## src/design/u8u16_pkg.sv

```systemverilog
// ----------------------------------------------------------------------------
// UTF-8 to UTF-16 transcoder package
// Shared types and constants for the decoder, the result queue and the top.
// ----------------------------------------------------------------------------
package u8u16_pkg;

  localparam int unsigned ByteW    = 8;
  localparam int unsigned UnitW    = 16;
  localparam int unsigned AccumW   = 21;
  localparam int unsigned SeqLenW  = 3;
  localparam int unsigned LeftW    = 2;

  localparam int unsigned FifoDepth = 4;
  localparam int unsigned FifoPtrW  = $clog2(FifoDepth);
  localparam int unsigned FifoCntW  = $clog2(FifoDepth + 1);

  localparam logic [AccumW-1:0] SurrLo    = 21'h00d800;
  localparam logic [AccumW-1:0] SurrHi    = 21'h00dfff;
  localparam logic [AccumW-1:0] NonCharA  = 21'h00fffe;
  localparam logic [AccumW-1:0] NonCharB  = 21'h00ffff;
  localparam logic [AccumW-1:0] CpLimit   = 21'h110000;
  localparam logic [AccumW-1:0] MinTwo    = 21'h000080;
  localparam logic [AccumW-1:0] MinThree  = 21'h000800;
  localparam logic [AccumW-1:0] MinFour   = 21'h010000;
  localparam logic [UnitW-1:0]  HighBase  = 16'hd800;
  localparam logic [UnitW-1:0]  LowBase   = 16'hdc00;

  localparam logic [SeqLenW-1:0] LenIdle  = 3'd0;
  localparam logic [SeqLenW-1:0] LenTwo   = 3'd2;
  localparam logic [SeqLenW-1:0] LenThree = 3'd3;
  localparam logic [SeqLenW-1:0] LenFour  = 3'd4;

  typedef struct packed {
    logic [UnitW-1:0] code_unit;
    logic             error;
    logic             last_of_run;
  } result_t;

  typedef struct packed {
    logic [1:0] count;
    result_t    first;
    result_t    second;
  } dec_out_t;

endpackage

```

## src/design/utf8_to_utf16_transcoder_top.sv

```systemverilog
// ----------------------------------------------------------------------------
// UTF-8 to UTF-16 transcoder
// Converts a stream of UTF-8 bytes into UTF-16 code units with error marking.
// ----------------------------------------------------------------------------
// The block takes one UTF-8 byte per cycle when the result side keeps up. A
// byte enters an input register, is decoded against the sequence state, and
// its results go into a four-entry queue; input is taken whenever the queue
// has room for two results. A finished character gives one code unit, a
// supplementary character gives a high then a low surrogate, and any invalid
// sequence gives one result with error set and a zero code unit. Lead and
// continuation bytes that do not finish a character give no result. tlast
// marks the final result caused by a byte.
module utf8_to_utf16_transcoder_top
  import u8u16_pkg::*;
(
  input  logic             clk_i,
  input  logic             rst_ni,
  input  logic             s_axis_tvalid_i,
  output logic             s_axis_tready_o,
  input  logic [ByteW-1:0] s_axis_tdata_i,   // [7:0] byte_in
  output logic             m_axis_tvalid_o,
  input  logic             m_axis_tready_i,
  output logic [UnitW-1:0] m_axis_tdata_o,   // [15:0] code_unit
  output logic             m_axis_tuser_o,   // [0] error
  output logic             m_axis_tlast_o
);

  logic             in_valid_q, in_valid_d;
  logic [ByteW-1:0] byte_q;
  logic             space;
  logic             advance;
  logic             s_fire;
  dec_out_t         dec;
  result_t          head;

  assign advance         = in_valid_q && space;
  assign s_axis_tready_o = !in_valid_q || space;
  assign s_fire          = s_axis_tvalid_i && s_axis_tready_o;

  always_comb begin
    in_valid_d = in_valid_q;
    if (s_fire) begin
      in_valid_d = 1'b1;
    end else if (advance) begin
      in_valid_d = 1'b0;
    end
  end

  always_ff @(posedge clk_i or negedge rst_ni) begin
    if (!rst_ni) begin
      in_valid_q <= 1'b0;
    end else begin
      in_valid_q <= in_valid_d;
    end
  end

  always_ff @(posedge clk_i) begin
    if (s_fire) begin
      byte_q <= s_axis_tdata_i;
    end
  end

  u8u16_decode u_decode (
    .clk_i   (clk_i),
    .rst_ni  (rst_ni),
    .valid_i (advance),
    .byte_i  (byte_q),
    .dec_o   (dec)
  );

  u8u16_out_fifo u_out_fifo (
    .clk_i   (clk_i),
    .rst_ni  (rst_ni),
    .wr_i    (dec),
    .space_o (space),
    .valid_o (m_axis_tvalid_o),
    .ready_i (m_axis_tready_i),
    .data_o  (head)
  );

  assign m_axis_tdata_o = head.code_unit;
  assign m_axis_tuser_o = head.error;
  assign m_axis_tlast_o = head.last_of_run;

  a_err_zero: assert property (@(posedge clk_i) disable iff (!rst_ni)
    (m_axis_tvalid_o && m_axis_tuser_o) |-> ((m_axis_tdata_o == '0) && m_axis_tlast_o))
    else $error("error result with nonzero unit or open run");

  a_in_held: assert property (@(posedge clk_i) disable iff (!rst_ni)
    (in_valid_q && !space) |=> (in_valid_q && $stable(byte_q)))
    else $error("held input byte lost while queue full");

  a_decode_only_on_advance: assert property (@(posedge clk_i) disable iff (!rst_ni)
    !advance |-> (dec.count == 2'd0))
    else $error("results produced without an input byte");

endmodule

```

## src/design/u8u16_decode.sv

```systemverilog
// ----------------------------------------------------------------------------
// UTF-8 to UTF-16 decoder
// Holds the sequence state and turns one byte into zero, one or two results.
// ----------------------------------------------------------------------------
module u8u16_decode
  import u8u16_pkg::*;
(
  input  logic             clk_i,
  input  logic             rst_ni,
  input  logic             valid_i,
  input  logic [ByteW-1:0] byte_i,
  output dec_out_t         dec_o
);

  logic [SeqLenW-1:0] seq_len_q, seq_len_d;
  logic [LeftW-1:0]   left_q, left_d;
  logic [AccumW-1:0]  accum_q, accum_d;

  logic               idle;
  logic [AccumW-1:0]  acc_shift;
  logic [AccumW-1:0]  minimum;
  logic               char_ok;
  logic [AccumW-1:0]  supp;
  logic [LeftW-1:0]   left_dec;
  result_t            err_res;

  assign idle      = (seq_len_q == LenIdle) || (left_q == '0);
  assign acc_shift = {accum_q[AccumW-7:0], byte_i[5:0]};
  assign supp      = acc_shift - MinFour;
  assign left_dec  = left_q - 2'd1;
  assign err_res   = '{code_unit: '0, error: 1'b1, last_of_run: 1'b1};

  always_comb begin
    case (seq_len_q)
      LenTwo:   minimum = MinTwo;
      LenThree: minimum = MinThree;
      default:  minimum = MinFour;
    endcase
  end

  assign char_ok = !((acc_shift >= SurrLo) && (acc_shift <= SurrHi)) &&
                   (acc_shift != NonCharA) && (acc_shift != NonCharB) &&
                   (acc_shift >= minimum) && (acc_shift < CpLimit);

  always_comb begin
    seq_len_d = seq_len_q;
    left_d    = left_q;
    accum_d   = accum_q;
    dec_o     = '0;
    if (valid_i) begin
      if (idle) begin
        seq_len_d = LenIdle;
        left_d    = '0;
        accum_d   = '0;
        if (byte_i[7] == 1'b0) begin
          dec_o.count = 2'd1;
          dec_o.first = '{code_unit: {8'h00, byte_i}, error: 1'b0, last_of_run: 1'b1};
        end else if (byte_i[7:5] == 3'b110) begin
          seq_len_d = LenTwo;
          left_d    = 2'd1;
          accum_d   = {16'h0000, byte_i[4:0]};
        end else if (byte_i[7:4] == 4'b1110) begin
          seq_len_d = LenThree;
          left_d    = 2'd2;
          accum_d   = {17'h00000, byte_i[3:0]};
        end else if (byte_i[7:3] == 5'b11110) begin
          seq_len_d = LenFour;
          left_d    = 2'd3;
          accum_d   = {18'h00000, byte_i[2:0]};
        end else begin
          dec_o.count = 2'd1;
          dec_o.first = err_res;
        end
      end else if (byte_i[7:6] != 2'b10) begin
        seq_len_d   = LenIdle;
        left_d      = '0;
        accum_d     = '0;
        dec_o.count = 2'd1;
        dec_o.first = err_res;
      end else if (left_dec != '0) begin
        left_d  = left_dec;
        accum_d = acc_shift;
      end else begin
        seq_len_d = LenIdle;
        left_d    = '0;
        accum_d   = '0;
        if (!char_ok) begin
          dec_o.count = 2'd1;
          dec_o.first = err_res;
        end else if (acc_shift < MinFour) begin
          dec_o.count = 2'd1;
          dec_o.first = '{code_unit: acc_shift[UnitW-1:0], error: 1'b0,
                          last_of_run: 1'b1};
        end else begin
          dec_o.count  = 2'd2;
          dec_o.first  = '{code_unit: HighBase | {6'b000000, supp[19:10]},
                           error: 1'b0, last_of_run: 1'b0};
          dec_o.second = '{code_unit: LowBase | {6'b000000, supp[9:0]},
                           error: 1'b0, last_of_run: 1'b1};
        end
      end
    end
  end

  always_ff @(posedge clk_i or negedge rst_ni) begin
    if (!rst_ni) begin
      seq_len_q <= LenIdle;
      left_q    <= '0;
      accum_q   <= '0;
    end else begin
      seq_len_q <= seq_len_d;
      left_q    <= left_d;
      accum_q   <= accum_d;
    end
  end

  // A pending sequence always expects fewer continuation bytes than its length.
  a_left_below_len: assert property (@(posedge clk_i) disable iff (!rst_ni)
    (seq_len_q != LenIdle) |-> ({1'b0, left_q} < seq_len_q))
    else $error("continuation count exceeds sequence length");

  // The idle state holds no pending continuation bytes; only a recognized lead byte leaves it.
  a_idle_clean: assert property (@(posedge clk_i) disable iff (!rst_ni)
    (seq_len_q == LenIdle) |-> (left_q == '0))
    else $error("idle state with pending continuation bytes");

  // A surrogate pair opens with a high surrogate and closes the run on the low one.
  a_pair_shape: assert property (@(posedge clk_i) disable iff (!rst_ni)
    (dec_o.count == 2'd2) |-> (!dec_o.first.last_of_run && dec_o.second.last_of_run &&
                               (dec_o.first.code_unit[15:10] == 6'b110110) &&
                               (dec_o.second.code_unit[15:10] == 6'b110111)))
    else $error("malformed surrogate pair");

  // Two results only come from the last byte of a four-byte sequence.
  a_pair_from_four: assert property (@(posedge clk_i) disable iff (!rst_ni)
    (dec_o.count == 2'd2) |-> ((seq_len_q == LenFour) && (left_q == 2'd1)))
    else $error("pair emitted outside a four-byte sequence");

endmodule

```

## src/design/u8u16_out_fifo.sv

```systemverilog
// ----------------------------------------------------------------------------
// UTF-8 to UTF-16 result queue
// Four-entry queue: takes up to two results a cycle, returns one when ready_i.
// ----------------------------------------------------------------------------
module u8u16_out_fifo
  import u8u16_pkg::*;
(
  input  logic     clk_i,
  input  logic     rst_ni,
  input  dec_out_t wr_i,
  output logic     space_o,
  output logic     valid_o,
  input  logic     ready_i,
  output result_t  data_o
);

  result_t              mem_q [FifoDepth];
  logic [FifoPtrW-1:0]  wr_ptr_q, wr_ptr_d;
  logic [FifoPtrW-1:0]  rd_ptr_q, rd_ptr_d;
  logic [FifoCntW-1:0]  count_q, count_d;
  logic [FifoPtrW-1:0]  wr_ptr_next;
  logic                 pop;

  assign space_o     = count_q <= FifoCntW'(FifoDepth - 2);
  assign valid_o     = count_q != '0;
  assign data_o      = mem_q[rd_ptr_q];
  assign pop         = valid_o && ready_i;
  assign wr_ptr_next = wr_ptr_q + 1'b1;

  always_comb begin
    wr_ptr_d = wr_ptr_q + FifoPtrW'(wr_i.count);
    rd_ptr_d = pop ? rd_ptr_q + 1'b1 : rd_ptr_q;
    count_d  = count_q + FifoCntW'(wr_i.count) - FifoCntW'(pop);
  end

  always_ff @(posedge clk_i) begin
    if (wr_i.count != 2'd0) begin
      mem_q[wr_ptr_q] <= wr_i.first;
    end
    if (wr_i.count == 2'd2) begin
      mem_q[wr_ptr_next] <= wr_i.second;
    end
  end

  always_ff @(posedge clk_i or negedge rst_ni) begin
    if (!rst_ni) begin
      wr_ptr_q <= '0;
      rd_ptr_q <= '0;
      count_q  <= '0;
    end else begin
      wr_ptr_q <= wr_ptr_d;
      rd_ptr_q <= rd_ptr_d;
      count_q  <= count_d;
    end
  end

  a_no_overflow: assert property (@(posedge clk_i) disable iff (!rst_ni)
    count_q <= FifoCntW'(FifoDepth))
    else $error("result queue overflow");

  a_write_needs_space: assert property (@(posedge clk_i) disable iff (!rst_ni)
    (wr_i.count != 2'd0) |-> space_o)
    else $error("write into queue without room");

  a_ptr_count: assert property (@(posedge clk_i) disable iff (!rst_ni)
    (count_q != FifoCntW'(FifoDepth)) |->
      (FifoPtrW'(wr_ptr_q - rd_ptr_q) == count_q[FifoPtrW-1:0]))
    else $error("queue pointers disagree with count");

endmodule
```

## config.mk

```make
export PLATFORM = sky130hd
export DESIGN_NAME = utf8_to_utf16_transcoder_top
export DESIGN_NICKNAME = d
export VERILOG_FILES = /design/src/design/u8u16_pkg.sv /design/src/design/utf8_to_utf16_transcoder_top.sv /design/src/design/u8u16_decode.sv /design/src/design/u8u16_out_fifo.sv
export SDC_FILE = /design/constraint.sdc
export NUM_CORES = 1
export LEC_CHECK = 0
export BUFFER_PORTS_ARGS = -buffer_cell sky130_fd_sc_hd__buf_2
export CORE_UTILIZATION = 62
export CTS_BUF_LIST = sky130_fd_sc_hd__clkbuf_4 sky130_fd_sc_hd__clkbuf_8 sky130_fd_sc_hd__clkbuf_16
export DETAILED_ROUTE_END_ITERATION = 10
export PLACE_DENSITY_LB_ADDON = 0.2
export REMOVE_ABC_BUFFERS = 1
export SETUP_SLACK_MARGIN = 0.15
export SLEW_MARGIN = 15
export SYNTH_ARGS = -nofsm -noshare
export SYNTH_HDL_FRONTEND = slang
export SYNTH_HIERARCHICAL = 1
export SYNTH_SLANG_ARGS = --single-unit
export TNS_END_PERCENT = 50
```

## constraint.sdc

```tcl
create_clock -name clk_i -period 4.8 [get_ports clk_i]
set_input_delay 0.96 -clock clk_i [delete_from_list [all_inputs] [get_ports clk_i]]
set_output_delay 0.96 -clock clk_i [all_outputs]
set_load 0.01 [all_outputs]
```

Word-level counts from Yosys, hierarchy flattened
Memory sizes are Yosys's and may differ from the RTL's. Index checks and enable logic that the tools add are counted.

Memories kept: 1. Memory bits (writable): 72. Word-level logic and storage cells: 93. Flip-flop bits (word level): 36. Bits of input ports: 12. Output and inout port bits: 20.

Memory list: u_out_fifo.mem_q (words 4, width 18, read ports 1, clocked after memory_dff 0, wr ports 2, line u8u16_out_fifo.sv:17) `result_t mem_q [FifoDepth];`.

Eq/ne operators: 10. Reduce and logical (&&, ||, !) cells: 19. Magnitude comparators: 6. Muxes and demuxes: 42. $add $sub $neg: 7.

Operators with widths (count): 20-bit two-way mux (7); 38-bit two-way mux (2); 15-bit two-way mux (5); 18-bit two-way mux (4); 21-bit by 16-bit inequality test with 1-bit output (second input constant) (2); 17-bit one-hot mux with 2 select lines (1); 3-bit two-way mux (8); 21-bit by 16-bit >= comparator with 1-bit output (second input constant) (1); 21-bit by 17-bit >= comparator with 1-bit output (1); 21-bit by 16-bit <= comparator with 1-bit output (second input constant) (1); 21-bit by 17-bit < comparator with 1-bit output (second input constant) (1); 21-bit < comparator (second input constant) (1); 20-bit by 17-bit subtractor with 20-bit output (second input constant) (1); 19-bit two-way mux (1); 2-bit two-way mux (7); 1-bit logical AND (8); 3-bit by 2-bit == test with 1-bit output (second input constant) (2); 1-bit two-way mux (6); 2-bit nonzero test (3); 5-bit == test (second input constant) (1); 2-bit by 1-bit adder with 2-bit output (second input constant) (2); 4-bit == test (second input constant) (1); 4-bit two-way mux (1); 3-bit by 2-bit adder with 3-bit output (1); other kinds (14) (16).

Depth between registers and ports, before layout
Depth after elaboration: 15. Mapped depth: 16. Gate-level depth less buffers: 13.

Hierarchy
The synthesis kept the hierarchy.

By module, submodules not included: u8u16_out_fifo (cells an instance 215, sequential area each 2337.2 sq um, times used 1, area each 3965.1 sq um); u8u16_decode (cells an instance 216, sequential area each 500.5 sq um, times used 1, area each 1863.0 sq um); utf8_to_utf16_transcoder_top (cells an instance 13, sequential area each 265.3 sq um, times used 1, area each 300.3 sq um).

Worst setup path after synthesis
OpenSTA, ideal clock, no wires.

Path kind: register to register. From: register u_decode.left_q[0]. To: memory u_out_fifo/mem_q[0][0] in the netlist's numbering (enable). Setup time: 0.421 ns. Cell stages (with the launch flop): 13. Period minus slack after synthesis: 4.397 ns. Path buffers: 3. Data required time: 4.379 ns. Slack: 0.403 ns. Data arrival time: 3.975 ns. Cells stage by stage: dfrtp_1 -> inv_1 -> ha_1 -> or2_1 -> or3_1 -> nor2_2 -> nand4_4 -> buf_6 -> nor2_1 -> buf_4 -> buf_2 -> nor2_1 -> o31ai_1.

RTL lines: start: declaration (line u8u16_decode.sv:16) `logic [LeftW-1:0] left_q, left_d;`; start signal: assignment (line u8u16_decode.sv:112) `left_q <= left_d;`; end: declaration (line u8u16_out_fifo.sv:17).

==> results.cfg <==
[sta]
rsz0062_at_grt = no
final_period_minus_worst_setup_slack_ps = 4220
finClkSkew_ps = 16.8
finalSetupViolCount = 0
fin_hold_ws_ps = 529
timing.final.crit_share = 0.878
fmax_ghz = 0.237
postLayoutSetupSlackWorst_ps = 584
final_slew_violations = 0
max_slew_margin = 0.308
final.setup.tns_ps = 0
worstMarginPinSlew_ps = 1020
timing.final.hold_violations = 0

[logic_synthesis]
netlist_area_pre_place_um2 = 6130
synth_sequential_area_ratio = 0.506
yosys.cell_types.count = 67
postSynthCellCount = 444
syn_area_per_cell_um2 = 13.8
yosysWarningCount = 6
synth-async-reset-ratio = 0.259
number_of_register_bits_inferred_by_synthesis = 108
synth_ff_type = sky130_fd_sc_hd__edfxtp_1
synth-edff-count = 80

[floorplanning]
starting_utilization_of_the_core_area = 0.651
top_level_ports = 32
core_area_um2 = 9420
die-area_um2 = 10300
floorplan.die.width_um = 101
die_h_um = 101
num_rows = 35

[setup_path]
worstPathArrival_ps = 4220
worstSetupEndpointType = flop
criticalPathCategory = flop to flop
ff2ff_setup_slack_ps = 580
crit_fanout = 19
cp.required_ps = 4800
crit_path_start_kind = flop

[clock_tree]
clkTransAtPathRegs_ps = 100
cts_buffers = 9
cts_setup_buffers = 0
cts.htree.levels = 3
tritoncts = done
cts-root-to-sink-buffers = 2
tritoncts_num_sinks = 108
clock-root-buffer = sky130_fd_sc_hd__clkbuf_8
hold_buffers = 0
cts_repair_resize_count = 0
worst_skew_pair.late_latency_ps = 380

[global_routing]
globalRouteTotalUtil = 0.272
antenna_violations_before_repair = 0
globalRoute.totalOverflow = 0
grt_pass1_wl_um = 20800
grt_start_max_net_pins = 34
first_global_vias = 3813
global_route.usage.met3 = 0.0393
busiest_layer = met2
gr-usage-met2 = 0.430
use_met1 = 0.393

[power]
leakagePower_nw = 2.37
finalPower_mw = 3.14
ir_drop_uv = 423
p_per_area_nw_per_um2 = 483

[flow_run]
cap_violations = 0

[final_layout]
n_antenna_cell = 0
layout.nets = 489
areaGrowthSynthToFinish_pct = 6.27
post_route_cells_drive_above_1_share = 0.393

[drt]
drt-total-wl_um = 12600
count_of_antenna_violating_nets_left_after_detailed_routing = 0
drt-pass1-iter-count = 5
routed-via-count = 3874
avgViaCountPerCell = 6.46
drc_errors = 0
drt-wirelength-per-cell_um = 21.0
detail_route.iter0.violations = 326

[place]
port_buffers = 31
finalWeightedCongestion = 0.908
detailedPlacementHpwl_um = 8590
preCtsSetupSlack_ps = 653

[run_status]
outcome = complete, no violations

[min_path]
timing.hold.worst.class = flop to flop
logic make-up (layout without fill, tap and decap cells):
group           after synthesis  in the layout  synth area share
other cells                   1              2          0.000612
compound gates               65             65            0.0798
fa+ha+maj                    11             11            0.0237
buf+inv                      59             85            0.0555
flops                       108            108             0.506
xor+xnor                      7              7            0.0100
simple gates                 98             98             0.111
mux                          95             95             0.213
flip-flops by register name (all words and copies together) (netlist names):
signal and count:
byte_q 8, in_valid_q 1, u_decode/accum_q 15, u_decode/left_q 2, u_decode/seq_len_q 3, u_out_fifo/count_q 3, u_out_fifo/mem_q 72, u_out_fifo/rd_ptr_q 2
u_out_fifo/wr_ptr_q 2
where the power goes:
group          leakage, nW  total, mW  switching, mW  internal [mW]
logic                 1.17       1.17          0.621          0.546
registers             1.11       1.44          0.197           1.25
clock network       0.0928      0.535          0.331          0.204
total                 2.37       3.14           1.15           2.00
layout make-up:
cell class | instances | area [um^2]
Sequential cell | 108 | 3100
Fill cell | 671 | 2900
Multi-Input combinational cell | 278 | 2710
Timing Repair Buffer | 46 | 268
Tap cell | 129 | 161
Clock buffer | 10 | 131
Inverter | 23 | 86.3
Clock inverter | 6 | 53.8
layer usage:
metal | routed length [um] | up-vias | part of all wire
met4 | 226 | 0 | 0.018
met3 | 662 | 22 | 0.052
met5 | 0 | - | 0
met1 | 5470 | 1948 | 0.43
li1 | - | 1755 | -
met2 | 6250 | 149 | 0.50
final timing paths:
check | from | to | cells after the start
min | u_decode/seq_len_q[2] | u_decode/seq_len_q[2] | 2
max reg2reg | u_decode/left_q[0] | u_out_fifo/mem_q[2][4] | 9
min reg2reg | u_decode/seq_len_q[2] | u_decode/seq_len_q[2] | 2
min in group asynchronous | rst_ni | in_valid_q | 1
max in group asynchronous | rst_ni | u_decode/accum_q[1] | 1
max | u_decode/left_q[0] | u_out_fifo/mem_q[2][4] | 9
synthesized netlist by cell type (4+ instances only):
master | n | area (um^2)
sky130_fd_sc_hd__edfxtp_1 | 80 | 2400
sky130_fd_sc_hd__mux2_2 | 63 | 709
sky130_fd_sc_hd__dfrtp_1 | 28 | 701
sky130_fd_sc_hd__inv_1 | 23 | 86.3
sky130_fd_sc_hd__nand2_1 | 22 | 82.6
sky130_fd_sc_hd__mux4_2 | 18 | 405
sky130_fd_sc_hd__nor2_1 | 15 | 56.3
sky130_fd_sc_hd__buf_4 | 12 | 90.1
sky130_fd_sc_hd__a21oi_1 | 10 | 50.1
sky130_fd_sc_hd__ha_1 | 10 | 125
sky130_fd_sc_hd__mux2_4 | 10 | 150
sky130_fd_sc_hd__o22ai_1 | 10 | 62.6
sky130_fd_sc_hd__clkbuf_1 | 9 | 33.8
sky130_fd_sc_hd__nand4_1 | 9 | 56.3
sky130_fd_sc_hd__o31ai_1 | 9 | 67.6
sky130_fd_sc_hd__nor3b_2 | 8 | 100
sky130_fd_sc_hd__buf_2 | 7 | 35.0
sky130_fd_sc_hd__o21ai_0 | 7 | 35.0
sky130_fd_sc_hd__a221oi_1 | 6 | 52.6
sky130_fd_sc_hd__a32oi_1 | 6 | 52.6
sky130_fd_sc_hd__nor3_1 | 6 | 30.0
sky130_fd_sc_hd__xnor2_1 | 6 | 52.6
sky130_fd_sc_hd__buf_6 | 4 | 45.0
sky130_fd_sc_hd__mux2i_1 | 4 | 40.0
sky130_fd_sc_hd__nor2b_1 | 4 | 25.0
worst max-delay path: stages (launching register included):
cell and delay, ps:
sky130_fd_sc_hd__dfrtp_1 400, sky130_fd_sc_hd__inv_1 70, sky130_fd_sc_hd__ha_1 220, sky130_fd_sc_hd__or2_1 240, sky130_fd_sc_hd__o41ai_1 830, sky130_fd_sc_hd__a21oi_1 250
sky130_fd_sc_hd__inv_1 120, sky130_fd_sc_hd__a31oi_1 140, sky130_fd_sc_hd__and4bb_2 820, sky130_fd_sc_hd__a21o_1 750
through the flow:
step,instances,utilization,area [um^2]
after floorplan,409,-,5880
after global placement,584,0.672,6330
after detailed placement,584,0.672,6330
after CTS,600,0.692,6510
after global routing,600,0.692,6510
final,600,0.692,6510
cells in the final DEF (no fill, tap or decap), drive strengths merged, types with 3 or more instances in the layout:
cell type  count
a21oi         10
a221oi         6
a32oi          6
and2           5
buf           46
clkbuf        10
dfrtp         28
edfxtp        80
ha            10
inv           26
mux2          73
mux2i          4
mux4          18
nand2         22
nand3          4
nand4         10
nor2          16
nor2b          4
nor3           9
nor3b          9
nor4           5
o21ai          8
o22ai         10
o31ai          9
or3            3
or4            3
xnor2          6
No activity file was read; power rests on OpenSTA's default activity.
